$ cat src/hw/rtl/ffaa_ram.sv
// Generic single-write, single-read synchronous RAM with registered read data.
module ffaa_ram #(
    parameter int WIDTH = 8,
    parameter int DEPTH = 256
) (
    input  logic                     clk,
    input  logic                     wr_en,
    input  logic [$clog2(DEPTH)-1:0] wr_addr,
    input  logic [WIDTH-1:0]         wr_data,
    input  logic                     rd_en,
    input  logic [$clog2(DEPTH)-1:0] rd_addr,
    output logic [WIDTH-1:0]         rd_data
);

    logic [WIDTH-1:0] mem [DEPTH];

    always_ff @(posedge clk)
    begin
        if (wr_en)
        begin
            mem[wr_addr] <= wr_data;
        end
        if (rd_en)
        begin
            rd_data <= mem[rd_addr];
        end
    end

endmodule

$ cat config.mk
export PLATFORM = sky130hd
export DESIGN_NAME = ffaa_ram
export DESIGN_NICKNAME = d
export VERILOG_FILES = /design/src/hw/rtl/ffaa_ram.sv
export SDC_FILE = /design/constraint.sdc
export NUM_CORES = 2
export LEC_CHECK = 0
export BUFFER_PORTS_ARGS = -buffer_cell sky130_fd_sc_hd__buf_2
export CORE_AREA = 2 2 364 637
export DETAILED_ROUTE_END_ITERATION = 6
export DIE_AREA = 0 0 366 639
export SLEW_MARGIN = 10
export SYNTH_ARGS = -nofsm -noshare
export SYNTH_HDL_FRONTEND = slang
export SYNTH_SLANG_ARGS = --single-unit
$ cat constraint.sdc
create_clock -name clk -period 3.8 [get_ports clk]
set_input_delay 0.76 -clock clk [delete_from_list [all_inputs] [get_ports clk]]
set_output_delay 0.76 -clock clk [all_outputs]
set_load 0.005 [all_outputs]
* Word level (Yosys, flattened, before mapping) *
Memories as Yosys holds them, arrays and structs flattened. A register that Yosys moved wholly into a read port is not among the register bits.
Index checks and enable logic that the tools add are counted.

storage, ports and cells
  output and inout port bits = 8
  bits in registers = 0
  logic and storage cells = 3
  RAM bits = 2,048
  memories kept = 1
  bits of input ports = 27

operators by class
  muxes and demuxes = 2

memory list
  name  words  width  read ports  clocked after memory_dff  write ports  RTL line  source
  mem   256    8      1           1                         1            15        logic [WIDTH-1:0] mem [DEPTH];

operators by type and width
  cell    number
  $mux 1  2

* Depth between registers and ports, before layout *
  depth after elaboration = 2
  gate-level depth with buffers = 11

* Worst setup path after synthesis *
No wires, ideal clock.

  path type = input-to-reg
  from = input port rd_addr[0]
  to = register rd_data[2], read port of mem, data pin
  data required time = 3.531 ns
  stages on the path = 9
  path slack = 0.964 ns
  buffers on the path = 4
  arrival = 2.567 ns
  library setup time = 0.269 ns
  cells stage by stage = buf_6 > buf_12 > buf_8 > buf_2 > mux4_2 > a22oi_1 > a21oi_1 > nor4_1 > nor4_2

RTL lines
  what             RTL line  source
  start, declared  11        input logic [$clog2(DEPTH)-1:0] rd_addr,
  end, declared    12        output logic [WIDTH-1:0] rd_data

==> reports/results.tsv <==
stage	metric	value	unit
run	max-cap violation count	0	
critical_path	r2r setup slk	0.80	ns
critical_path	CP cell instances	buf_8 > buf_12 > buf_12 > nor4b_1 > a21oi_1 > o211ai_1 > a21oi_1 > nor4_1 > buf_4 > nor4_1	
sta	slew margin rel.	0.219	
floorplanning	IO Pins	35	
critical_path	WS Path Type	in -> reg	
yosys	top cell type's share of synthesized area	0.775	
power_and_ir_drop	Total Power	45.8	mW
cells_and_area	post-route cell area	0.0921	mm2
global_routing	initial antenna violation count	15	
power_and_ir_drop	Pwr Density	497	mW/mm2
detailed_routing	# DRC	0	
yosys	Post-synth ARST share	0	
critical_path	FF-to-FF End	rd_data[7]$_DFFE_PP_	
worst_hold_path	Min-Delay Startpoint	rd_en	
critical_path	Slowest cell on crit path	nor4_1	
global_routing	grt met2 use	0.334	
sta	RSZ-0062 raised after global routing	false	
detailed_routing	vias per cell	5.33	
global_routing	total grt overflow	0	
global_routing	grt met3 use	0.0190	
global_routing	vias in the first global route	40946	
cts	maximum root-to-sink buffer count	4	
floorplanning	die width	366	um
placed_design	Post-DP Area	0.0864	mm2
detailed_routing	Pre-antenna DRT Iters	6	
sta	Fin Setup TNS	0	ns
cts	Post-CTS Resized	0	
detailed_routing	First DRT Iteration DRCs	3811	
yosys	register area share after synthesis	0.775	
floorplanning	initial core utilization	0.348	
floorplanning	die area	0.234	mm2
critical_path	Critical Path Max Stage Delay	0.91	ns
placed_design	Port-buffer cells	34	
placed_design	Post-DP HPWL	140000	um
critical_path	CP delay by family, top	simple AND/OR/NAND/NOR gates	
critical_path	CP Capture Type	flip-flop	
critical_path	Critical Path RT	4.39	ns
detailed_routing	Routed WL per cell	28.4	um
yosys	top-count cell post-synth	edfxtp_1	
cells_and_area	filler cell count	20267	
critical_path	worst path buffer plus inverter count	4	
cts	clock sink total	2056	
status	status	completed	
sta	final hold vios	0	
cts	CTS buffer count	171	
sta	Slew Limit Fails	0	
global_routing	Global Route Usage Sum	0.176	
floorplanning	Core Region	0.229	mm2
critical_path	FF-to-FF Start	mem[83][7]$_DFFE_PP_	
worst_hold_path	Hold Path Depth	1	
sta	slew at the pin closest to its max-slew limit	1.17	ns
sta	min Tclk post-route	3.38	ns
yosys	synth cell count leaders	edfxtp_1, mux4_2, nor2_1	
critical_path	Crit Path Max Fanout	45	
cts	Clk pin slew, worst setup/hold paths	0.08	ns
cts	Post-CTS Setup Bufs	0	
sta	Worst Skew	0.0516	ns
sta	FMAX	0.296	GHz
detailed_routing	Routed WL	209000	um
critical_path	worst reg2reg path depth	6	
yosys	post-synth cell types	54	
floorplanning	Placement Rows	233	
yosys	Post-Syn Instances	3733	
cells_and_area	Layout Cells excl Fill	7355	
placed_design	GPL Wtd Cong	0.871	
yosys	Seq cells post-synth	2056	
cts	CTS tree	built	
critical_path	Startpoint Class	input port	
cells_and_area	synthesis-to-layout area growth	15.7	%
critical_path	WP data arrival	3.96	ns
yosys	Synthesized Nets	3760	
yosys	Synth area leaders	edfxtp_1, mux4_2, mux2i_1	
detailed_routing	Final ANT Viol Nets	0	
cts	CTS H-tree depth	4	
cells_and_area	layout cell share with drive strength beyond 1	0.281	
yosys	top_reg_cell synth	edfxtp_1	
power_and_ir_drop	Peak supply drop	0.000399	V
cts	clock root cell	clkbuf_16	
yosys	Post-synth EDFFs	2056	
detailed_routing	Via Count	39170	
global_routing	M1 GR Usage	0.195	
yosys	synthesized area	0.0796	mm2
global_routing	largest net degree at the start of global routing	128	
global_routing	first-pass GRT wire length	298000	um
worst_hold_path	WHS Endpoint	rd_data[2]$_DFFE_PP_	
cells_and_area	Nets	4195	
power_and_ir_drop	static leakage	28.8	nW
placed_design	placed cells	7050	
sta	# setup viols final	0	
cts	cts hold-fix bufs	0	
critical_path	Crit. Startpoint	rd_addr[1]	
worst_hold_path	worst hold-check path type	in -> reg	
yosys	post-synthesis average cell area	21.3	um2
cts	worst skew pair latency	0.83	ns
yosys	warnings from Yosys	0	
sta	Final period util	0.889	
yosys	top cell type by total area after synthesis	edfxtp_1	
floorplanning	Die H	639	um
global_routing	gr busiest metal	met2	
placed cells by master (no fill, tap or decap), types with 33 or more instances in the layout:
cell,count
edfxtp_1,2056
mux4_2,454
buf_4,414
nor2_1,279
clkbuf_16,177
mux2i_1,134
a22oi_1,133
a21oi_1,96
buf_12,49
o221ai_1,46
clkinv_1,38
nand3_1,34
nand2_1,33
report_power, final:
group / total, mW / internal, mW / switching, mW
clock network: 18.4 / 10.4 / 7.97
registers: 25.0 / 25.0 / 0.0297
logic: 2.43 / 0.893 / 1.54
layer usage:
| metal | part of all wire | wire length, um |
|---|---|---|
| met1 | 0.35 | 72400 |
| met2 | 0.55 | 115000 |
| met3 | 0.051 | 10600 |
| met4 | 0.054 | 11200 |
| met5 | 0.00023 | 48 |
kinds of logic (layout without fill, tap and decap cells):
kind of cell    count (synthesis)  in the layout  share of synthesized area
mux                           591            591                      0.146
other cells                     0              6                          0
simple gates                  466            466                     0.0263
flops                        2056           2056                      0.775
compound gates                385            385                     0.0342
buf+inv                       235            796                     0.0183
state kept, by name (all words and copies together), names as in the netlist:
name	cells
mem	2048
rd_data	8
through the flow:
| stage | setup WS (ns) | util | hold WS [ns] |
|---|---|---|---|
| final | 0.422 | 0.402 | 0.366 |
| after global routing | 0.377 | 0.402 | 0.341 |
| after CTS | 0.476 | 0.402 | 0.319 |
| after detailed placement | -0.415 | 0.377 | 1.16 |
| after global placement | -0.693 | 0.377 | 1.12 |
| after floorplan | 0.964 | - | 0.859 |
final cells by class:
| cell class | instances | area [um2] | area share |
|---|---|---|---|
| antenna | 6 | 15.0 | 0.000163 |
| clock buffer | 203 | 4530 | 0.0491 |
| clock inverter | 96 | 1180 | 0.0128 |
| inverter | 2 | 7.51 | 0.0000815 |
| multi-input combinational | 1442 | 16500 | 0.179 |
| sequential | 2056 | 61700 | 0.670 |
| tap | 3055 | 3820 | 0.0415 |
| timing repair buffer | 495 | 4350 | 0.0472 |
worst register-to-register path: stages, from the launching register on:
cell and delay [ns]:
edfxtp_1 0.37, mux4_2 0.53, mux4_2 0.51, nor2b_1 0.20, nor4_1 0.83, buf_4 0.29
nor4_1 0.05
how the worst max path moves through the flow:
stage,cells after the start,slack [ns],end
final,10,0.42,rd_data[7]$_DFFE_PP_
after global routing,10,0.38,rd_data[7]$_DFFE_PP_
after CTS,10,0.48,rd_data[7]$_DFFE_PP_
after detailed placement,10,-0.42,rd_data[7]$_DFFE_PP_
after global placement,10,-0.69,rd_data[0]$_DFFE_PP_
after floorplan,9,0.96,rd_data[2]$_DFFE_PP_
Power figures use the tool's default switching activity.
